<file path="src/design/sgr_pkg.sv">
// Shared types and constants for the stream group reverser.
// Used by sgr_ctrl, sgr_dpath and stream_group_reverser; no dependencies.
`timescale 1ns / 1ps
`default_nettype none
package sgr_pkg;

	localparam int MAX_GROUP_DEF  = 16;
	localparam int DATA_WIDTH_DEF = 16;

	// group_size register
	localparam int          CFG_WIDTH = 5;
	localparam logic [4:0]  CFG_RESET = 5'd1;

	typedef enum logic [0:0] {
		ST_FILL  = 1'b0,
		ST_DRAIN = 1'b1
	} sgr_state_t;

	// controller -> datapath
	typedef struct packed {
		logic grow;   // buffer one more value
		logic start;  // accepted value closes the group, begin readout
		logic issue;  // issue one buffer read toward the output
	} sgr_cmd_t;

	// datapath -> controller
	typedef struct packed {
		logic complete;    // fill + incoming value reaches the group size
		logic s1_free;     // read stage can take a new read this cycle
		logic final_read;  // current read is the last of the group
	} sgr_status_t;

endpackage
`default_nettype wire

</file>
<file path="src/design/stream_group_reverser.sv">
// Top level of the stream group reverser: controller plus datapath.
// Depends on sgr_pkg, sgr_ctrl and sgr_dpath.
`timescale 1ns / 1ps
`default_nettype none
// Reverses a stream of list values in groups of group_size. Values are taken
// one per cycle into a group buffer. When the buffer plus the incoming value
// reaches the group size, the group leaves in reverse order; when the value
// flagged by s_tlast closes an incomplete group, that group leaves in arrival
// order. The final output of a list carries m_tlast. group_size 0 acts as 1,
// values above MAX_GROUP act as MAX_GROUP; lowering it mid-group flushes the
// whole held group reversed once it is reached. A value that closes a group
// stops input while the controller issues one buffer read per cycle (one
// read port on the group buffer), stalling when the read stage cannot take a
// new read; results then stream at one per cycle through a read stage and an
// output register, stalling under m_tready. Input reopens as soon as the last
// read is issued, so gathering the next group overlaps the tail of the readout.
// The user must write group_size only while the block is idle; the block
// itself does not enforce this.
module stream_group_reverser #(
	parameter int MAX_GROUP  = sgr_pkg::MAX_GROUP_DEF,
	parameter int DATA_WIDTH = sgr_pkg::DATA_WIDTH_DEF
) (
	input  wire logic                                 clk,
	input  wire logic                                 arst_n,
	// configuration
	input  wire logic                                 group_size_wen,
	input  wire logic [sgr_pkg::CFG_WIDTH-1:0]        group_size,
	// input stream
	input  wire logic                                 s_tvalid,
	output logic                                      s_tready,
	input  wire logic [((DATA_WIDTH+7)/8)*8-1:0]      s_tdata,  // value
	input  wire logic                                 s_tlast,  // end_of_list
	// output stream
	output logic                                      m_tvalid,
	input  wire logic                                 m_tready,
	output logic [((DATA_WIDTH+7)/8)*8-1:0]           m_tdata,  // out_value
	output logic                                      m_tlast   // out_last
);
	import sgr_pkg::*;

	localparam int TDW = ((DATA_WIDTH + 7) / 8) * 8;

	sgr_cmd_t              cmd;
	sgr_status_t           status;
	logic [DATA_WIDTH-1:0] out_value;

	// controller: gather / readout sequencing and input request flow
	sgr_ctrl u_ctrl (
		.clk      (clk),
		.arst_n   (arst_n),
		.s_tvalid (s_tvalid),
		.s_tlast  (s_tlast),
		.s_tready (s_tready),
		.status   (status),
		.cmd      (cmd)
	);

	// datapath: buffer, counters, read stage and output register
	sgr_dpath #(
		.MAX_GROUP  (MAX_GROUP),
		.DATA_WIDTH (DATA_WIDTH)
	) u_dpath (
		.clk            (clk),
		.arst_n         (arst_n),
		.group_size_wen (group_size_wen),
		.group_size     (group_size),
		.in_value       (s_tdata[DATA_WIDTH-1:0]),
		.in_last        (s_tlast),
		.cmd            (cmd),
		.status         (status),
		.out_valid      (m_tvalid),
		.out_ready      (m_tready),
		.out_value      (out_value),
		.out_last       (m_tlast)
	);

	// pad the result value with zeros up to whole bytes
	assign m_tdata = TDW'(out_value);

endmodule
`default_nettype wire

</file>
<file path="src/design/sgr_ctrl.sv">
// Controller FSM: gathers values, then sequences the buffer readout.
// Depends on sgr_pkg.
`timescale 1ns / 1ps
`default_nettype none
module sgr_ctrl (
	input  wire logic                 clk,
	input  wire logic                 arst_n,
	input  wire logic                 s_tvalid,
	input  wire logic                 s_tlast,
	output logic                      s_tready,
	input  wire sgr_pkg::sgr_status_t status,
	output sgr_pkg::sgr_cmd_t         cmd
);
	import sgr_pkg::*;

	sgr_state_t state_q, state_d;

	always_ff @(posedge clk or negedge arst_n) begin
		if (!arst_n) begin
			state_q <= ST_FILL;
		end else begin
			state_q <= state_d;
		end
	end

	always_comb begin
		state_d   = state_q;
		s_tready  = 1'b0;
		cmd.grow  = 1'b0;
		cmd.start = 1'b0;
		cmd.issue = 1'b0;
		case (state_q)
			ST_FILL: begin
				s_tready = 1'b1;
				if (s_tvalid) begin
					if (status.complete || s_tlast) begin
						cmd.start = 1'b1;
						state_d   = ST_DRAIN;
					end else begin
						cmd.grow = 1'b1;
					end
				end
			end
			ST_DRAIN: begin
				cmd.issue = status.s1_free;
				if (status.s1_free && status.final_read) begin
					state_d = ST_FILL;
				end
			end
			default: begin
				state_d = ST_FILL;
			end
		endcase
	end

endmodule
`default_nettype wire

</file>
<file path="src/design/sgr_dpath.sv">
// Datapath: group buffer memory, fill/readout counters, read stage, output register.
// Depends on sgr_pkg.
`timescale 1ns / 1ps
`default_nettype none
module sgr_dpath #(
	parameter int MAX_GROUP  = sgr_pkg::MAX_GROUP_DEF,
	parameter int DATA_WIDTH = sgr_pkg::DATA_WIDTH_DEF
) (
	input  wire logic                          clk,
	input  wire logic                          arst_n,
	input  wire logic                          group_size_wen,
	input  wire logic [sgr_pkg::CFG_WIDTH-1:0] group_size,
	input  wire logic [DATA_WIDTH-1:0]         in_value,
	input  wire logic                          in_last,
	input  wire sgr_pkg::sgr_cmd_t             cmd,
	output sgr_pkg::sgr_status_t               status,
	output logic                               out_valid,
	input  wire logic                          out_ready,
	output logic [DATA_WIDTH-1:0]              out_value,
	output logic                               out_last
);
	import sgr_pkg::*;

	localparam int AW = (MAX_GROUP > 1) ? $clog2(MAX_GROUP) : 1;
	localparam int CW = $clog2(MAX_GROUP + 1);
	localparam int SW = (CW > CFG_WIDTH) ? CW : CFG_WIDTH;

	logic [DATA_WIDTH-1:0] mem [MAX_GROUP];

	logic [CFG_WIDTH-1:0]  size_cfg_q;
	logic [CW-1:0]         fill_q;
	logic [CW-1:0]         total_q;
	logic [CW-1:0]         idx_q;
	logic                  rev_q;
	logic                  eol_q;

	logic                  rd_valid_s1;
	logic [DATA_WIDTH-1:0] rd_value_s1;
	logic                  rd_last_s1;

	logic                  out_valid_q;
	logic [DATA_WIDTH-1:0] out_value_q;
	logic                  out_last_q;

	logic [SW-1:0]         size_eff;
	logic [CW-1:0]         n_next;
	logic [CW-1:0]         rd_ptr;
	logic                  out_free;

	// group size clamp: 0 acts as 1, above MAX_GROUP acts as MAX_GROUP
	always_comb begin
		if (size_cfg_q == '0) begin
			size_eff = SW'(1);
		end else if (SW'(size_cfg_q) > SW'(MAX_GROUP)) begin
			size_eff = SW'(MAX_GROUP);
		end else begin
			size_eff = SW'(size_cfg_q);
		end
	end

	assign n_next   = fill_q + CW'(1);
	assign rd_ptr   = rev_q ? (total_q - CW'(1) - idx_q) : idx_q;
	assign out_free = !out_valid_q || out_ready;

	assign status.complete   = SW'(n_next) >= size_eff;
	assign status.s1_free    = !rd_valid_s1 || out_free;
	assign status.final_read = (idx_q == total_q - CW'(1));

	always_ff @(posedge clk or negedge arst_n) begin
		if (!arst_n) begin
			size_cfg_q <= CFG_RESET;
		end else if (group_size_wen) begin
			size_cfg_q <= group_size;
		end
	end

	// fill and readout counters
	always_ff @(posedge clk or negedge arst_n) begin
		if (!arst_n) begin
			fill_q  <= '0;
			total_q <= '0;
			idx_q   <= '0;
			rev_q   <= 1'b0;
			eol_q   <= 1'b0;
		end else begin
			if (cmd.grow) begin
				fill_q <= n_next;
			end else if (cmd.start) begin
				fill_q  <= '0;
				total_q <= n_next;
				idx_q   <= '0;
				rev_q   <= status.complete;
				eol_q   <= in_last;
			end else if (cmd.issue) begin
				idx_q <= idx_q + CW'(1);
			end
		end
	end

	// group buffer: write on accept, registered read on issue
	always_ff @(posedge clk) begin
		if (cmd.grow || cmd.start) begin
			mem[fill_q[AW-1:0]] <= in_value;
		end
		if (cmd.issue) begin
			rd_value_s1 <= mem[rd_ptr[AW-1:0]];
			rd_last_s1  <= status.final_read && eol_q;
		end
	end

	always_ff @(posedge clk or negedge arst_n) begin
		if (!arst_n) begin
			rd_valid_s1 <= 1'b0;
		end else if (cmd.issue) begin
			rd_valid_s1 <= 1'b1;
		end else if (out_free) begin
			rd_valid_s1 <= 1'b0;
		end
	end

	// output register
	always_ff @(posedge clk or negedge arst_n) begin
		if (!arst_n) begin
			out_valid_q <= 1'b0;
		end else if (out_free) begin
			out_valid_q <= rd_valid_s1;
		end
	end

	always_ff @(posedge clk) begin
		if (out_free && rd_valid_s1) begin
			out_value_q <= rd_value_s1;
			out_last_q  <= rd_last_s1;
		end
	end

	assign out_valid = out_valid_q;
	assign out_value = out_value_q;
	assign out_last  = out_last_q;

endmodule
`default_nettype wire
</file>
<file path="config.mk">
export PLATFORM = sky130hd
export DESIGN_NAME = stream_group_reverser
export DESIGN_NICKNAME = d
export VERILOG_FILES = /design/src/design/sgr_pkg.sv /design/src/design/stream_group_reverser.sv /design/src/design/sgr_ctrl.sv /design/src/design/sgr_dpath.sv
export SDC_FILE = /design/constraint.sdc
export NUM_CORES = 1
export LEC_CHECK = 0
export BUFFER_PORTS_ARGS = -buffer_cell sky130_fd_sc_hd__buf_2
export CORE_MARGIN = 8
export CORE_UTILIZATION = 51
export DETAILED_ROUTE_END_ITERATION = 16
export GPL_TIMING_DRIVEN = 0
export PLACE_DENSITY_LB_ADDON = 0.1
export SYNTH_ARGS = -nofsm -noshare
export SYNTH_HDL_FRONTEND = slang
export SYNTH_SLANG_ARGS = --single-unit
export TNS_END_PERCENT = 20
</file>
<file path="constraint.sdc">
create_clock -name clk -period 2.9 [get_ports clk]
set_clock_uncertainty 0.15 [all_clocks]
set_input_delay 0.435 -clock clk [delete_from_list [all_inputs] [get_ports clk]]
set_output_delay 0.435 -clock clk [all_outputs]
set_load 0.02 [all_outputs]
</file>
Yosys cells after proc, flatten, opt, wreduce, memory -nomap -nowiden
Memory sizes are Yosys's and may differ from the RTL's. A register that Yosys moved wholly into a read port is not among the register bits.
Index checks and enable logic that the tools add are counted.
{"block": "classes", "n_addsub": 4, "magnitude_cmp": 2, "eq_ne": 1, "muxes": 20, "bitwise_logic": 2, "reduce_logical": 15}
{"cell": "2-to-1 mux 5 bit", "count": 6}
{"cell": "adder 5 x 1 -> 5 bit (second input constant)", "count": 2}
{"cell": "2-to-1 mux 1 bit", "count": 10}
{"cell": "nonzero test 2 bit", "count": 3}
{"cell": "== test 5 bit", "count": 1}
{"cell": "greater-or-equal comparator 5 bit", "count": 1}
{"cell": "greater-than comparator 5 bit (second input constant)", "count": 1}
{"cell": "zero test 5 bit", "count": 1}
{"cell": "subtractor 5 x 1 -> 5 bit (second input constant)", "count": 1}
{"cell": "logical OR 1 bit", "count": 4}
{"cell": "2-to-1 mux 2 bit", "count": 2}
{"cell": "2-to-1 mux 4 bit", "count": 1}
{"cell": "AND reduction 2 bit", "count": 2}
{"cell": "subtractor 4 bit", "count": 1}
{"cell": "logical AND 1 bit", "count": 3}
{"cell": "zero test 1 bit", "count": 2}
{"cell": "NOT 1 bit", "count": 2}
{"cell": "case mux 1 bit (2 select lines)", "count": 1}
{"block": "word_totals", "reg_bits": 43, "mem_bits_rw": 256, "inputBits": 27, "output_inout_bits": 19, "word_cells": 57, "mem_count": 1}
{"name": "u_dpath.mem", "words": 16, "width": 16, "rd": 1, "rd_clocked_by_memory_dff": 1, "wr": 1, "line_no": "sgr_dpath.sv:28", "rtl": "logic [DATA_WIDTH-1:0] mem [MAX_GROUP];"}

Logic depth before layout (Yosys ltp)
Gate-level depths: netlist of run 1.
{"block": "depth", "word_depth": 11, "depth_mapped": 11, "mapped_depth_nobuf": 10}

Hierarchy
From an unflattened synthesis of run 1, not the netlist that was laid out.
{"block": "hier_totals", "hier_cells": 596, "area_unflattened_um2": 12428.2}
{"mod": "sgr_dpath", "n_inst": 1, "cells_each": 588, "area_per_inst_um2": 12359.4, "seq_area_each_um2": 9310.2}
{"mod": "sgr_ctrl", "n_inst": 1, "cells_each": 8, "area_per_inst_um2": 68.8, "seq_area_each_um2": 25.0}

Worst setup path before layout of run 1
No wires, ideal clock.
{"block": "synth_timing", "kind": "input-to-reg", "start": "in s_tvalid", "end": "mem u_dpath.mem[0][0] (netlist bit), enable pin", "setup_ns": 0.409, "arrival_time_ns": 2.166, "required_ns": 2.341, "setup_slack_ns": 0.175, "cell_stages": 4, "n_path_buf": 1, "path_cell_list": "nor2b_1 clkbuf_1 nand2_1 nor3_1"}
{"block": "synth_between", "elab_chain_cells": 5}
{"item": "start, declared", "line_no": "stream_group_reverser.sv:29", "rtl": "input wire logic s_tvalid,"}
{"item": "2-to-1 mux 2 bit", "line_no": "sgr_ctrl.sv:35", "rtl": "if (s_tvalid) begin"}
{"item": "2-to-1 mux 2 bit", "line_no": "sgr_ctrl.sv:32", "rtl": "case (state_q)"}
{"item": "logical OR 1 bit", "line_no": "sgr_dpath.sv:102", "rtl": "if (cmd.grow || cmd.start) begin"}
{"item": "2-to-1 mux 1 bit", "line_no": "sgr_dpath.sv:102"}
{"item": "2-to-1 mux 1 bit (not written as such)", "line_no": "sgr_dpath.sv:103", "rtl": "mem[fill_q[AW-1:0]] <= in_value;"}
{"item": "end, declared", "line_no": "sgr_dpath.sv:28"}
Every way passes these cells.

Final worst setup path of run 1
{"block": "layout_timing", "start": "reg u_dpath.total_q[0]", "end": "reg u_dpath.rd_value_s1[13] (read register of u_dpath.mem) (data pin)"}
{"block": "layout_between", "elab_chain_cells": 3}
{"item": "start, declared", "line_no": "sgr_dpath.sv:32", "rtl": "logic [CW-1:0] total_q;"}
{"item": "start signal, assigned", "line_no": "sgr_dpath.sv:90", "rtl": "total_q <= n_next;"}
{"item": "subtractor 5 x 1 -> 5 bit", "line_no": "sgr_dpath.sv:62", "rtl": "assign rd_ptr = rev_q ? (total_q - CW'(1) - idx_q) : idx_q;"}
{"item": "subtractor 4 bit", "line_no": "sgr_dpath.sv:62"}
{"item": "2-to-1 mux 4 bit", "line_no": "sgr_dpath.sv:62"}
{"item": "end, declared", "line_no": "sgr_dpath.sv:38", "rtl": "logic [DATA_WIDTH-1:0] rd_value_s1;"}
Every way passes these cells.
A chain may end at the register's enable or synchronous reset.

==> results of run 1 <==
-- worst max-delay path: stages (launching register included) --
cell	delay (ns)
dfrtp_1	0.41
inv_2	0.09
ha_4	0.21
fa_1	0.51
nand2_2	0.12
o21ai_4	0.26
clkbuf_16	0.27
mux4_2	0.33
mux2i_4	0.22
mux2i_1	0.11
-- path summary, 6_finish.rpt --
path / from / to / cells past startpoint
hold / removal: group_size[2] / u_dpath.size_cfg_q[2] / 2
setup reg to reg: u_dpath.total_q[0] / u_dpath.rd_value_s1[13] / 9
hold reg to reg: u_dpath.rd_value_s1[2] / u_dpath.out_value[2] / 0
setup / recovery: u_dpath.total_q[0] / u_dpath.rd_value_s1[13] / 9
max in group asynchronous: arst_n / u_dpath.fill_q[0] / 2
min in group asynchronous: arst_n / u_ctrl.state_q / 2
-- layout by cell type (no fill, tap or decap), types with 9 or more instances in the layout --
master     netlist  layout
edfxtp_1       290     290
mux4_2          64      64
buf_2           11      48
clkbuf_16        0      38
mux2i_1         49      32
nand2_1         24      23
dfrtp_1         24      23
buf_6            6      17
buf_8            0      13
mux2i_4          0      13
nor2_2           0      12
clkbuf_1         3      11
ha_1            14      11
nor2_1          22      10
buf_4            1      10
inv_1           11       9
-- kinds of logic (layout without fill, tap and decap cells) --
group / count (synthesis) / count (layout) / synth area share [%]
AO/OA/AOI/OAI: 25 / 26 / 1.37
XOR/XNOR: 13 / 13 / 0.920
adder cells (fa/ha/maj): 15 / 15 / 1.58
buffers and inverters: 33 / 168 / 1.64
flip-flops: 315 / 315 / 75.4
multiplexers: 121 / 121 / 16.3
AND/OR/NAND/NOR: 73 / 73 / 2.71
-- routing by layer --
layer | vias up | wire length, um | GRT usage, %
met4 | 0 | 449 | 4.27
li1 | 2636 | - | -
met3 | 37 | 1340 | 3.70
met2 | 143 | 12200 | 28.1
met5 | - | 0 | 0
met1 | 3089 | 10800 | 22.8
-- power by group --
group          internal, mW  switching [mW]
logic                  3.67            3.61
registers              5.53           0.189
clock network          2.48            1.64
total                  11.7            5.45
-- final cells by class --
cell class	count	area, um2
tap	324	405
timing repair buffer	77	637
sequential	315	9340
multi-input combinational	248	3130
clock inverter	15	148
inverter	11	41.3
fill	1711	9270
buffer	21	228
clock buffer	44	910
-- through the flow --
step                cells  worst slack, ns  area (um2)
detailed placement    981           -0.539       13300
global route         1055           -0.120       14800
global placement      964            -1.03       13000
floorplan             595            0.175       12400
finish               1055          -0.0478       14800
CTS                  1044          -0.0304       14500
-- what timing repair did --
action                                  in CTS  in global routing
gates resized for setup                     33                 31
setup buffers                                3                  7
endpoints found under the setup margin      19                 22
hold endpoints to repair                    25                  0
hold buffers                                 2                  0
cloned                                       0                  4
pin swaps                                    0                  3
-- sequential cells by signal, summed over array words and instances, names as in the netlist --
name,flops
u_ctrl.state_q,1
u_dpath.size_cfg_q,5
u_dpath.rd_value_s1,16
u_dpath.mem,256
u_dpath.fill_q,5
u_dpath.out_value,16
u_dpath.rd_valid_s1,1
u_dpath.total_q,5
u_dpath.idx_q,5
u_dpath.rd_last_s1,1
u_dpath.rev_q,1
u_dpath.out_last,1
u_dpath.out_valid,1
u_dpath.eol_q,1
==> impl_metrics.csv, run 1 <==
group,metric,value,unit
sta,tns,-0.148,ns
die,die_h,172,um
critical_path,worst-r2r-setup-slack,-0.05,ns
critical_path,worstSetupPathType,"reg2reg",
sta,holdWs,0.0263,ns
critical_path,crit_path_start_kind,"flip-flop",
yosys,yosysUniqueCellTypes,40,
yosys,synthCells,595,
routing,vias_per_cell,5.60,
sta,timing.final.crit_period,2.95,ns
die,initial_core_util,51.3,%
yosys,avgSynthCellArea,20.8,um2
clock_tree,clk_path_buf_depth,3,
placement,dp_hpwl,16500,um
sta,slew_violations,0,
routing,ant_nets,0,
clock_tree,cts_tree,"built",
sta,setup_viol,7,
yosys,synth_top_area_share,70.4,%
pwr,total_leakage_power,5.10,nW
finish,drive_above_1_share,35.6,%
routing,dr.pass1.iters,4,
critical_path,cp-end-kind,"flip-flop",
finish,diodes,0,
yosys,yosysMostFrequentCell,"edfxtp_1",
flow_run,max_cap_viol_count,0,
routing,wl,24800,um
grt,grt_max_degree,26,
yosys,synth_area,12400,um2
finish,final_nets,750,
grt,grt_pass1_vias,6145,
yosys,async_reset_ff_share,7.94,%
sta,fmax,0.339,GHz
sta,worst_slew_pin_slew,0.973,ns
clock_tree,numCtsBuffers,34,
routing,post_drt_wl_per_cell,23.5,um
yosys,synth-edff-count,290,
clock_tree,clkLatencyLatePin,0.50,ns
yosys,synthTopCellsByCount,"290 x edfxtp_1, 64 x mux4_2, 49 x mux2i_1",
yosys,yosys-top-cells-area,"edfxtp_1 70%, mux4_2 12%, dfrtp_1 4.9%",
worst_hold_path,hold_class,"in2reg",
yosys,yosysTopAreaCell,"edfxtp_1",
die,io_pins,46,
die,core,24100,um2
finish,final_core_util,61.6,%
sta,maxSlewHeadroom,34.9,%
pwr,totalPowerFinal,17.1,mW
outcome,violations,"negative setup slack",
grt,grt_pass1_wl,36800,um
die,row_count,57,
clock_tree,cts.sinks,315,
grt,grt.total_usage,17.0,%
yosys,syn_nets,637,
clock_tree,clkSlewWorstSetupHoldPaths,0.06,ns
grt,antenna_found_initial,0,
sta,fin_crit_sh,102,%
placement,routabilityCongestion,0.760,
routing,drtIter0Drc,460,
sta,setup_ws,-0.0478,ns
pwr,power_density,1150,nW/um2
die,die_x,172,um
placement,port_buffers,45,
yosys,seq_area_frac_synth,75.4,%
critical_path,worst-path-max-fanout,7,
finish,area_delta_synth_final,19.9,%
routing,vias,5905,
sta,rsz0062_at_grt,"true",
yosys,ys_warn_count,0,
clock_tree,htree_num_levels,2,
grt,grt-ovfl-total,0,
die,die_area,29500,um2
pwr,ir_worst_vdd,0.634,mV
routing,drc,0,
outcome,status,"finished with violations",
clock_tree,clockRootBuffer,"clkbuf_16",
yosys,synth_flop_cell,"edfxtp_1",
yosys,ys_seq_elements,315,
critical_path,cp.required,2.99,ns
sta,hold_viol,0,
critical_path,crit_arrival,3.04,ns
Note: power is estimated with default switching activity, not from simulation.
==> run 2, diff against run 1 <==
--- a/config.mk
+++ b/config.mk
@@ -5,12 +5,14 @@
 export SDC_FILE = /design/constraint.sdc
 export NUM_CORES = 1
 export LEC_CHECK = 0
+export ABC_AREA = 1
 export BUFFER_PORTS_ARGS = -buffer_cell sky130_fd_sc_hd__buf_2
 export CORE_MARGIN = 8
 export CORE_UTILIZATION = 51
 export DETAILED_ROUTE_END_ITERATION = 16
 export GPL_TIMING_DRIVEN = 0
 export PLACE_DENSITY_LB_ADDON = 0.1
+export SKIP_LAST_GASP = 1
 export SYNTH_ARGS = -nofsm -noshare
 export SYNTH_HDL_FRONTEND = slang
 export SYNTH_SLANG_ARGS = --single-unit
==> impl_metrics.csv, run 2 <==
group,metric,value,unit
grt,grt_pass1_wl,52600,um
sta,hold_viol,0,
yosys,yosysMostFrequentCell,"nand2_1",
yosys,async_reset_ff_share,7.94,%
yosys,seq_area_frac_synth,65.6,%
sta,rsz0062_at_grt,"true",
sta,fmax,0.354,GHz
yosys,avgSynthCellArea,10.0,um2
placement,dp_hpwl,23400,um
finish,area_delta_synth_final,14.0,%
clock_tree,clk_path_buf_depth,3,
yosys,synth_flop_cell,"edfxtp_1",
critical_path,crit_slowest_cell,"fa_1",
sta,slew_violations,0,
sta,setup_ws,0.0757,ns
clock_tree,htree_num_levels,2,
sta,setup_viol,0,
die,die_h,183,um
flow_run,max_cap_viol_count,0,
grt,grt-ovfl-total,0,
critical_path,crit_path_start_kind,"flip-flop",
critical_path,slowest_delay,0.49,ns
yosys,synthTopCellsByCount,"413 x nand2_1, 290 x edfxtp_1, 269 x inv_1",
clock_tree,numCtsBuffers,35,
routing,drc,0,
die,initial_core_util,51.5,%
yosys,yosys-top-cells-area,"edfxtp_1 61%, nand2_1 11%, nand3_1 9.3%",
die,row_count,61,
yosys,synth-edff-count,290,
placement,routabilityCongestion,0.868,
worst_hold_path,hold_class,"in2reg",
critical_path,worstSetupPathType,"reg2reg",
finish,diodes,0,
grt,grt.total_usage,20.9,%
finish,instances_no_fill,1918,
finish,largest_reg_flops,256,
sta,maxSlewHeadroom,35.3,%
sta,fin_crit_sh,97.4,%
die,die_x,183,um
die,core,27600,um2
pwr,total_leakage_power,7.34,nW
critical_path,cp.required,2.98,ns
pwr,totalPowerFinal,18.2,mW
placement,port_buffers,44,
pwr,ir_worst_vdd,0.528,mV
outcome,status,"finished, final reports clean",
clock_tree,clockRootBuffer,"clkbuf_16",
yosys,ys_seq_elements,315,
finish,final_common_cell,"nand2_1",
sta,timing.final.crit_period,2.82,ns
die,die_area,33500,um2
routing,vias,9618,
finish,final_core_util,58.7,%
grt,grt_pass1_vias,8994,
finish,final_cell_mix,"410 x nand2_1, 290 x edfxtp_1, 269 x inv_1",
yosys,yosysUniqueCellTypes,30,
critical_path,worstPathCellList,"inv_1 > ha_1 > fa_1 > nand2_1 > o21ai_2 > inv_4 > buf_2 > nand3_1 > nand2_1 > nand2_1 > nand2_1 > nand2_1 > nand2_1",
critical_path,crit_family,"adder cells",
clock_tree,clkLatencyLatePin,0.50,ns
clock_tree,cts_tree,"built",
yosys,synth_top_area_share,61.2,%
critical_path,cp-end-kind,"flip-flop",
critical_path,worst-path-max-fanout,10,
finish,drive_above_1_share,11.4,%
routing,ant_nets,0,
pwr,power_density,1120,nW/um2
routing,vias_per_cell,5.01,
clock_tree,clkSlewWorstSetupHoldPaths,0.06,ns
routing,drtIter0Drc,848,
grt,antenna_found_initial,0,
critical_path,crit_arrival,2.90,ns
die,io_pins,46,
sta,holdWs,0.0145,ns
finish,final_nets,1560,
yosys,synthCells,1422,
clock_tree,cts.sinks,315,
grt,grt_max_degree,26,
yosys,ys_warn_count,0,
placement,pre_cts_ws,0.0198,ns
yosys,yosysTopAreaCell,"edfxtp_1",
critical_path,cpMostUsedCell,"nand2_1",
yosys,syn_nets,1464,
placement,placedCellCount,1851,
critical_path,path_buf_inv,3,
routing,wl,34800,um
routing,post_drt_wl_per_cell,18.2,um
finish,num-fill-cells,2389,
yosys,synth_area,14200,um2
sta,worst_slew_pin_slew,0.970,ns
routing,dr.pass1.iters,5,
-- run 2: cell count changes after synthesis, sizes merged, moves of 4 or more --
cell	delta
mux2i	-49
mux4	-64
a21o	-4
clkbuf	+9
nand2	+393
nand3	+261
buf	+33
nor2b	-4
nor3	-8
nor2	+6
nand3b	+17
xnor2	-4
mux2	-7
inv	+260
-- run 2: through the flow --
step | TNS, ns | area [um2]
after global placement | -2.68 | 14900
after CTS | 0 | 16100
final | 0 | 16200
after global routing | -0.151 | 16200
after detailed placement | 0 | 15100
after floorplan | 0 | 14200
-- run 2: metal layers --
metal	GRT usage, %	share of wire, %
met5	0	0
met4	6.90	2.8
met3	4.19	7.9
met2	31.3	44
met1	30.2	45
-- run 2: worst paths after layout --
| kind | from | end | slack (ns) | cells after the start |
|---|---|---|---|---|
| max in group asynchronous | arst_n | u_dpath.idx_q[1] | 1.86 | 2 |
| hold reg to reg | u_dpath.rd_value_s1[5] | u_dpath.out_value[5] | 0.27 | 0 |
| setup reg to reg | u_dpath.total_q[0] | u_dpath.rd_value_s1[1] | 0.08 | 13 |
| setup / recovery | u_dpath.total_q[0] | u_dpath.rd_value_s1[1] | 0.08 | 13 |
| hold / removal | group_size[4] | u_dpath.size_cfg_q[4] | 0.01 | 3 |
| min in group asynchronous | arst_n | u_dpath.out_valid | 0.33 | 2 |
-- run 2: cell families after synthesis --
family / after synthesis / share of synthesized area [%]
AOI/OAI and AO/OA: 13 / 0.519
xor gates and xnor gates: 11 / 0.678
adders and majority gates: 15 / 1.37
buffers and inverters: 336 / 9.49
DFF: 315 / 65.6
muxes: 1 / 0.0792
and+or+nand+nor: 731 / 22.2
-- run 2: tightest hold or removal path, cell delays in order --
cell and delay (ns):
buf_2 0.07, nand2_1 0.04, o21ai_0 0.07
-- run 2: cell type report --
class	instances	area, um2	share of cell area [%]
clock inverters	11	71.3	0.440
clock buffers	48	977	6.03
plain buffers	64	343	2.11
flip-flops and latches	315	9340	57.6
inverters	272	1020	6.31
well taps	378	473	2.92
multi-input cells	771	3600	22.2
repair buffers	59	392	2.42
-- run 2: repair_timing --
item | CTS | global route
hold buffers | 4 | 0
hold endpoints to repair | 27 | 0
setup buffers | 0 | 4
endpoints found under the setup margin | 0 | 43
resized for setup | 0 | 15
-- run 2: report_power, final --
part	leakage, nW	internal (mW)	switching [mW]	total (mW)
sequential	2.95	5.55	0.161	5.72
combinational	3.88	2.45	5.94	8.39
clock	0.510	2.43	1.64	4.07
total	7.34	10.4	7.74	18.2
